`src/rtl/pcr_pkg.sv`:
```
// shared types, codes and character tables for the prefixed command recognizer
// no dependencies

package pcr_pkg;

	localparam int unsigned PFX_LEN  = 7;
	localparam int unsigned KW0_LEN  = 12;
	localparam int unsigned KW1_LEN  = 11;
	localparam int unsigned BODY_MAX = 15;

	// phase codes
	localparam logic [1:0] PH_SKIP   = 2'd0;
	localparam logic [1:0] PH_PREFIX = 2'd1;
	localparam logic [1:0] PH_BODY   = 2'd2;

	// verdict codes
	localparam logic [1:0] VERDICT_PREFIX_MISMATCH = 2'd0;
	localparam logic [1:0] VERDICT_UNKNOWN         = 2'd1;
	localparam logic [1:0] VERDICT_CANCEL          = 2'd2;
	localparam logic [1:0] VERDICT_RESET           = 2'd3;

	localparam logic [7:0] CHAR_SPACE = 8'h20;
	localparam logic [7:0] CHAR_TAB   = 8'h09;
	localparam logic [7:0] CHAR_CR    = 8'h0d;
	localparam logic [7:0] CHAR_LF    = 8'h0a;

	typedef struct packed {
		logic [1:0] phase;
		logic [2:0] prefix_position;
		logic [3:0] body_position;
		logic [1:0] keyword_alive;
		logic       blank_pending;
		logic       prefix_failed;
	} pcr_state_t;

	localparam pcr_state_t STATE_RESET = '{
		phase:           PH_SKIP,
		prefix_position: 3'd0,
		body_position:   4'd0,
		keyword_alive:   2'b11,
		blank_pending:   1'b0,
		prefix_failed:   1'b0
	};

	function automatic logic is_blank(input logic [7:0] c);
		return (c == CHAR_SPACE) || (c == CHAR_TAB) || (c == CHAR_CR) || (c == CHAR_LF);
	endfunction

	// prefix text, seven bytes ending in '#'
	function automatic logic [7:0] pfx_char(input logic [2:0] i);
		logic [7:0] r;
		unique case (i)
			3'd0:    r = 8'h63;
			3'd1:    r = 8'h72;
			3'd2:    r = 8'h61;
			3'd3:    r = 8'h6e;
			3'd4:    r = 8'h65;
			3'd5:    r = 8'h72;
			3'd6:    r = 8'h23;
			default: r = 8'h00;
		endcase
		return r;
	endfunction

	// "AT+OTACANCEL"
	function automatic logic [7:0] kw0_char(input logic [3:0] i);
		logic [7:0] r;
		unique case (i)
			4'd0:    r = 8'h41;
			4'd1:    r = 8'h54;
			4'd2:    r = 8'h2b;
			4'd3:    r = 8'h4f;
			4'd4:    r = 8'h54;
			4'd5:    r = 8'h41;
			4'd6:    r = 8'h43;
			4'd7:    r = 8'h41;
			4'd8:    r = 8'h4e;
			4'd9:    r = 8'h43;
			4'd10:   r = 8'h45;
			4'd11:   r = 8'h4c;
			default: r = 8'h00;
		endcase
		return r;
	endfunction

	// "AT+SYSRESET"
	function automatic logic [7:0] kw1_char(input logic [3:0] i);
		logic [7:0] r;
		unique case (i)
			4'd0:    r = 8'h41;
			4'd1:    r = 8'h54;
			4'd2:    r = 8'h2b;
			4'd3:    r = 8'h53;
			4'd4:    r = 8'h59;
			4'd5:    r = 8'h53;
			4'd6:    r = 8'h52;
			4'd7:    r = 8'h45;
			4'd8:    r = 8'h53;
			4'd9:    r = 8'h45;
			4'd10:   r = 8'h54;
			default: r = 8'h00;
		endcase
		return r;
	endfunction

endpackage

```
`src/rtl/pcr_step.sv`:
```
// next-state and verdict logic for one received byte
// depends on pcr_pkg

module pcr_step
	import pcr_pkg::*;
(
	input  pcr_state_t cur,
	input  logic [7:0] data_byte,
	input  logic       last_byte,
	output pcr_state_t nxt,
	output logic [1:0] verdict
);

	pcr_state_t upd;
	logic       blank;
	logic       pfx_hit;
	logic       kw0_hit;
	logic       kw1_hit;

	assign blank   = is_blank(data_byte);
	assign pfx_hit = (cur.prefix_position < 3'(PFX_LEN)) &&
		(pfx_char(cur.prefix_position) == data_byte);
	assign kw0_hit = (cur.body_position < 4'(KW0_LEN)) &&
		(kw0_char(cur.body_position) == data_byte);
	assign kw1_hit = (cur.body_position < 4'(KW1_LEN)) &&
		(kw1_char(cur.body_position) == data_byte);

	always_comb begin
		upd = cur;
		if (!cur.prefix_failed) begin
			if (cur.phase == PH_SKIP) begin
				if (!blank) begin
					// first non-blank is also the first prefix byte
					if (pfx_hit) begin
						upd.prefix_position = cur.prefix_position + 3'd1;
						upd.phase = (cur.prefix_position == 3'(PFX_LEN - 1)) ? PH_BODY : PH_PREFIX;
					end else begin
						upd.phase = PH_PREFIX;
						upd.prefix_failed = 1'b1;
					end
				end
			end else if (cur.phase == PH_PREFIX) begin
				if (pfx_hit) begin
					upd.prefix_position = cur.prefix_position + 3'd1;
					if (cur.prefix_position == 3'(PFX_LEN - 1)) begin
						upd.phase = PH_BODY;
					end
				end else begin
					upd.prefix_failed = 1'b1;
				end
			end else begin
				// body, unused code behaves the same
				if (blank) begin
					upd.blank_pending = 1'b1;
				end else if (cur.blank_pending) begin
					upd.keyword_alive = 2'b00;
				end else begin
					upd.keyword_alive = cur.keyword_alive & {kw1_hit, kw0_hit};
					if (cur.body_position < 4'(BODY_MAX)) begin
						upd.body_position = cur.body_position + 4'd1;
					end
				end
			end
		end
	end

	always_comb begin
		priority if (upd.prefix_failed || upd.phase == PH_SKIP || upd.phase == PH_PREFIX) begin
			verdict = VERDICT_PREFIX_MISMATCH;
		end else if (upd.keyword_alive[0] && upd.body_position == 4'(KW0_LEN)) begin
			verdict = VERDICT_CANCEL;
		end else if (upd.keyword_alive[1] && upd.body_position == 4'(KW1_LEN)) begin
			verdict = VERDICT_RESET;
		end else begin
			verdict = VERDICT_UNKNOWN;
		end
	end

	// a line ends in a verdict and a fresh start
	assign nxt = last_byte ? STATE_RESET : upd;

endmodule

```
`src/rtl/prefixed_command_recognizer.sv`:
```
// Prefixed command recognizer top level: input beat register, step logic, verdict register.
// A last beat's verdict is registered in the verdict register, which drives m_tvalid.
// Throughput: one beat per cycle unless a last beat waits for the verdict register;
// the line state loop is a single register with combinational compare logic before it.
// A waiting verdict holds only a last beat in the input register, and the input behind it.
// Reset (arst_n low, asynchronous): pipeline empty, line state back to skipping blanks.

module prefixed_command_recognizer
	import pcr_pkg::*;
(
	input  logic       clk,
	input  logic       arst_n,
	input  logic       s_tvalid,
	output logic       s_tready,
	input  logic [7:0] s_tdata,  // [7:0] data_byte
	input  logic       s_tlast,  // last_byte
	output logic       m_tvalid,
	input  logic       m_tready,
	output logic [7:0] m_tdata   // [1:0] verdict, [7:2] zero
);

	logic       valid_s1;
	logic [7:0] data_s1;
	logic       last_s1;
	pcr_state_t state_q;
	pcr_state_t state_nxt;
	logic [1:0] verdict_c;
	logic       out_valid_q;
	logic [1:0] verdict_q;
	logic       out_free;
	logic       fire_s1;

	assign out_free = !out_valid_q || m_tready;
	// only a last beat needs room in the verdict register
	assign fire_s1  = valid_s1 && (!last_s1 || out_free);
	assign s_tready = !valid_s1 || fire_s1;

	always_ff @(posedge clk or negedge arst_n) begin
		if (!arst_n) begin
			valid_s1 <= 1'b0;
		end else if (s_tready) begin
			valid_s1 <= s_tvalid;
		end
	end

	always_ff @(posedge clk) begin
		if (s_tvalid && s_tready) begin
			data_s1 <= s_tdata;
			last_s1 <= s_tlast;
		end
	end

	pcr_step u_step (
		.cur       (state_q),
		.data_byte (data_s1),
		.last_byte (last_s1),
		.nxt       (state_nxt),
		.verdict   (verdict_c)
	);

	always_ff @(posedge clk or negedge arst_n) begin
		if (!arst_n) begin
			state_q <= STATE_RESET;
		end else if (fire_s1) begin
			state_q <= state_nxt;
		end
	end

	always_ff @(posedge clk or negedge arst_n) begin
		if (!arst_n) begin
			out_valid_q <= 1'b0;
		end else if (fire_s1 && last_s1) begin
			out_valid_q <= 1'b1;
		end else if (m_tready) begin
			out_valid_q <= 1'b0;
		end
	end

	always_ff @(posedge clk) begin
		if (fire_s1 && last_s1) begin
			verdict_q <= verdict_c;
		end
	end

	assign m_tvalid = out_valid_q;
	assign m_tdata  = {6'd0, verdict_q};

endmodule
```
`config.mk`:
```
export PLATFORM = sky130hd
export DESIGN_NAME = prefixed_command_recognizer
export DESIGN_NICKNAME = d
export VERILOG_FILES = /design/src/rtl/pcr_pkg.sv /design/src/rtl/pcr_step.sv /design/src/rtl/prefixed_command_recognizer.sv
export SDC_FILE = /design/constraint.sdc
export NUM_CORES = 1
export LEC_CHECK = 0
export BUFFER_PORTS_ARGS = -buffer_cell sky130_fd_sc_hd__buf_2
export CORE_MARGIN = 2
export CORE_UTILIZATION = 50
export CTS_BUF_LIST = sky130_fd_sc_hd__clkbuf_16
export CTS_CLUSTER_DIAMETER = 40
export DETAILED_ROUTE_END_ITERATION = 12
export HOLD_SLACK_MARGIN = 0.02
export PLACE_DENSITY = 0.69
export SYNTH_ARGS = -nofsm -noshare
export SYNTH_HDL_FRONTEND = slang
export SYNTH_HIERARCHICAL = 1
export SYNTH_SLANG_ARGS = --single-unit
```
`constraint.sdc`:
```
create_clock -name clk -period 3.12 [get_ports clk]
set_input_delay 0.624 -clock clk [delete_from_list [all_inputs] [get_ports clk]]
set_output_delay 0.624 -clock clk [all_outputs]
set_load 0.02 [all_outputs]
```
---- Yosys cells after proc, flatten, opt, wreduce, memory -nomap -nowiden ----
Memories as Yosys holds them, arrays and structs flattened.
Cells that the tools add are included.
storage, ports and cells
  bits in latches ......................... 0
  logic and storage cells ................. 98
  bits in writable memories ............... 0
  input port bits ......................... 13
  memories ................................ 2
  memory bits (read-only) ................. 224
  bits in registers ....................... 26
  output and inout bits ................... 10
memory list
  name              depth  width  rd ports  clocked after Yosys merged registers in  wr ports  RTL line       source
  (name not given)  16     7      1         0                                        0         pcr_pkg.sv:89  unique case (i)
  (name not given)  16     7      1         0                                        0         pcr_pkg.sv:68  unique case (i)
operators by class
  add/sub/neg operators ................... 2
  $lt $le $gt $ge ......................... 4
  div/mod/pow operators ................... 0
  bitwise gates (word level) .............. 1
  shifts and indexed selects .............. 0
  reductions and logical operators ........ 30
  equal/unequal tests ..................... 21
  $mul .................................... 0
  muxes and demuxes ....................... 26
operators by type and width
  kind                                                             number
  7-bit case mux with 6 select lines                               1
  13-bit two-way mux                                               2
  8-bit by 4-bit == test with 1-bit output, second input constant  3
  5-bit two-way mux                                                4
  8-bit == test                                                    2
  7-bit two-way mux                                                2
  4-bit less-than comparator, second input constant                3
  2-bit two-way mux                                                6
  5-bit AND reduction                                              2
  3-bit == test, second input constant                             3
  4-bit == test, second input constant                             2
  7-bit by 8-bit == test with 1-bit output                         1
  8-bit by 6-bit == test with 1-bit output, second input constant  1
  1-bit logical AND                                                8
  1-bit logical OR                                                 8
  4-bit two-way mux                                                2
  1-bit two-way mux                                                7
  3-bit by 2-bit == test with 1-bit output, second input constant  2
  6-bit two-way mux                                                1
  2-bit != test, second input constant                             3
  2-bit nonzero test                                               3
  4-bit by 1-bit adder with 4-bit output, second input constant    1
  2-bit by 1-bit == test with 1-bit output, second input constant  2
  2-bit logical NOT                                                2
  10 further kinds                                                 13

---- Longest topological paths before layout ----
  depth after elaboration ................. 13
  gate-level depth with buffers ........... 12
  mapped depth without buffers ............ 11

---- By module ----
The synthesis kept the hierarchy.
by module, submodules not included
  module                       cells an instance  seq. area each (um2)  instances  area an instance (um2)
  pcr_step                     184                0.0                   1          1295.0
  prefixed_command_recognizer  101                708.2                 1          1248.7

---- Worst setup path after synthesis ----
No wires, ideal clock.
  path type ............................... register to register
  start ................................... register state_q[8] (netlist name)
  end ..................................... register state_q[12] (netlist name)
  buffers on the path ..................... 0
  arrival time ............................ 2.656 ns
  stages on the path, launching flop included .. 11
  period minus slack after synthesis ...... 2.736 ns
  path slack .............................. 0.384 ns
  setup time .............................. 0.080 ns
  cell sequence ........................... dfrtp_1 inv_1 ha_1 nor4b_4 nor2_2 o311a_1 or4_4 or3_1 a21oi_1 nand2_1 o211ai_2
RTL lines
  element                 RTL line                           source
  from (decl)             prefixed_command_recognizer.sv:25  pcr_state_t state_q;
  from (signal assigned)  prefixed_command_recognizer.sv:65  state_q <= state_nxt;

==> flow_metrics.env <==
export IMPL_worst_clock_skew_ns=0.002263
export IMPL_cp_slowest_stage_delay_ns=0.55
export IMPL_vias=2114
export IMPL_h_tree_depth=1
export IMPL_grt_pass1_vias=1989
export IMPL_synth_xor_area_share_pct=4.132
export IMPL_die_area_mm2=0.005674
export IMPL_drc=0
export IMPL_synthCells=285
export IMPL_placed_cells=356
export IMPL_synthAdderAreaFrac_pct=6.394
export IMPL_synth_top_family_by_area="simple AND/OR/NAND/NOR gates"
export IMPL_total_power_w=0.0008894
export IMPL_grt_max_degree=29
export IMPL_drive_above_1_share_pct=19.39
export IMPL_cts_sinks=26
export IMPL_worst_slack_ns=0.2477
export IMPL_run_status="finished clean"
export IMPL_synthSimpleGateAreaFrac_pct=26.81
export IMPL_coreArea_mm2=0.004817
export IMPL_grt_overflow=0
export IMPL_die_height_um=75.33
export IMPL_clockBufferDepth=2
export IMPL_drtAntennaViolNets=0
export IMPL_antenna_found_initial=0
export IMPL_cts_made_buffers=3
export IMPL_fp_row_count=25
export IMPL_yosysUniqueCellTypes=63
export IMPL_initial_core_util_pct=52.81
export IMPL_io_buffer_count=16
export IMPL_dp_slack_ns=0.1569
export IMPL_powerDensity_mw_per_mm2=322.5
export IMPL_crit_type="reg -> reg"
export IMPL_critPathArrivalTime_ns=3.06
export IMPL_synth_async_reset_ratio_pct=57.69
export IMPL_start_kind="register"
export IMPL_p_leak_nw=1.074
export IMPL_grt_pass1_wl_mm=9.556
export IMPL_hold_viol=0
export IMPL_wl_per_cell_um=15.88
export IMPL_path_max_fanout=7
export IMPL_crit_required_ns=3.31
export IMPL_synth_compound_area_share_pct=21.15
export IMPL_final_nets=321
export IMPL_synth_area_per_cell_um2=8.925
export IMPL_synthTopCellsByArea="edfxtp_1 13%, dfrtp_1 13%, ha_1 6.4%"
export IMPL_syn_cell_area_mm2=0.002544
export IMPL_synth_area_mux_share_pct=5.657
export IMPL_cap_violations=0
export IMPL_synth_warnings=6
export IMPL_critPathSlowestCell="or4_4"
export IMPL_fin_tns_setup_ns=0
export IMPL_drtIter0Drc=134
export IMPL_rsz0062_at_grt="no"
export IMPL_yosys_area_top_type_share_pct=12.99
export IMPL_synth_main_ff_cell="dfrtp_1"
export IMPL_root_buffer="clkbuf_16"
export IMPL_dp_hpwl_mm=3.977
export IMPL_grtUsageTotal_pct=22.01
export IMPL_gp_congestion=0.9104
export IMPL_dieWidth_um=75.33
export IMPL_synth_top_cell_by_area="edfxtp_1"
export IMPL_drv_slew=0
export IMPL_slew_headroom_pct=49.37
export IMPL_cp_cell_sequence="inv_1, ha_2, nor4b_4, nor2_2, o311a_1, or4_4, or3_1, a21oi_1, nand2_1, o211ai_2"
export IMPL_synth_seq_cells=26
export IMPL_max_slew_worst_pin_slew_ns=0.7594
export IMPL_max_freq_mhz=348.2
export IMPL_endpoint_kind="register"
export IMPL_min_period_ns=2.872
export IMPL_firstDrtPassIters=4
export IMPL_routed_wl_mm=5.734
export IMPL_cts_clk_slew_worst_paths_ns=0.07
export IMPL_clock_latency_ns=0.26
export IMPL_cts_tree="done"
export IMPL_synth_edf_count=11
export IMPL_fin_crit_sh_pct=92.06
export IMPL_final_cells=361
export IMPL_hp_class="in -> async"
export IMPL_peakVddDrop_uv=200.0
export IMPL_synth_seq_area_share_pct=27.84
export IMPL_io_pins=23
export IMPL_setup_viol=0
export IMPL_diodes=0
export IMPL_fillers=450
export IMPL_syn_to_final_growth_pct=8.411
export IMPL_vias_per_cell=5.856
cells in the mapped netlist, types with 5 or more instances:
master,n
a211oi_1,5
a21oi_1,13
buf_2,10
buf_4,7
clkbuf_1,5
dfrtp_1,13
edfxtp_1,11
ha_1,13
inv_1,13
mux2i_1,11
nand2_1,23
nand2b_1,23
nand4b_1,13
nor2_1,25
o211ai_2,10
o21ai_0,8
xnor2_1,5
xor2_1,7
final timing paths:
path	cells past startpoint	to	slack, ns	from
max in group asynchronous	1	state_q[2]	2.56	arst_n
min reg2reg	2	state_q[3]	0.54	state_q[3]
min in group clk	1	data_s1[6]	0.53	s_tdata[6]
max reg2reg	10	state_q[12]	0.25	state_q[8]
max	10	state_q[12]	0.25	state_q[8]
min	1	state_q[7]	0.26	arst_n
registers in the layout, indices dropped and copies added, names as in the netlist:
name and count:
last_s1 1, verdict_q 2, state_q 13, valid_s1 1
m_tvalid 1, data_s1 8
kinds of logic (layout without fill, tap and decap cells):
group	after synthesis	after routing
DFF	26	26
muxes	14	14
adders and majority gates	13	13
xor gates and xnor gates	12	12
buffers and inverters	39	43
AOI/OAI and AO/OA	67	67
and+or+nand+nor	113	113
other	1	6
power breakdown:
part | leakage (nW) | switching [W] | internal, W | total (W)
combinational | 0.726 | 0.0000674 | 0.0000498 | 0.000117
sequential | 0.299 | 0.0000406 | 0.000383 | 0.000424
clock | 0.0493 | 0.000125 | 0.000223 | 0.000348
layout make-up:
class	count	area [µm²]	share of cell area, %
inverter	13	48.80	1.770
multi-input combinational	225	1659	60.16
sequential	26	710.7	25.77
clock buffer	4	100.1	3.630
timing repair buffer	26	155.1	5.626
tap	67	83.83	3.040
routing by layer:
metal | up-vias | track usage [%] | routed length (µm)
met5 | - | 0 | 0
met4 | 0 | 7.212 | 87
met3 | 10 | 3.175 | 191
met2 | 57 | 36.52 | 2726
met1 | 1005 | 29.65 | 2727
li1 | 1042 | - | -
worst max-delay path: cells and delay by family (launching register included):
kind	cells	cell delay, ns
AND/OR/NAND/NOR	5	1.40
AO/OA/AOI/OAI	3	0.62
flip-flops	1	0.43
adder cells (fa/ha/maj)	1	0.23
buffers and inverters	1	0.12
stage by stage:
stage	hold slack, ns	utilization (%)	area [µm²]
6_report	0.2588	57.25	2758
5_1_grt	0.2908	57.25	2758
2_1_floorplan	0.3284	-	2562
4_1_cts	0.2640	56.94	2743
3_3_place_gp	0.5245	54.86	2643
3_5_place_dp	0.5252	54.86	2643
cells in the final DEF (no fill, tap or decap), types with 2 or more instances in the layout:
cell type and n:
nor4b_4 2, nand4b_1 13, a221oi_1 2, xor2_1 7
o21ai_0 8, inv_1 13, dfrtp_1 11, nor2b_1 4
dfrtp_2 2, dfstp_2 2, o2111ai_1 2, a32oi_1 2
a211oi_1 5, nor2_1 25, nand2b_1 23, mux2_2 2
ha_1 11, or3_1 3, edfxtp_1 11, a21oi_1 13
nand3b_1 4, xnor2_1 5, o211ai_1 3, o211ai_2 10
nand2_1 23, conb_1 6, nor4_1 4, ha_2 2
mux2i_1 11, buf_4 10, o22ai_1 4, buf_2 16
clkbuf_16 4, nand3_1 2
what timing repair did:
item,4_1_cts,5_1_grt
hold buffers,0,0
endpoints found under the setup margin,0,2
resized for setup,0,4
hold endpoints to repair,0,0
setup buffers,0,1
Power figures use the tool's default switching activity.
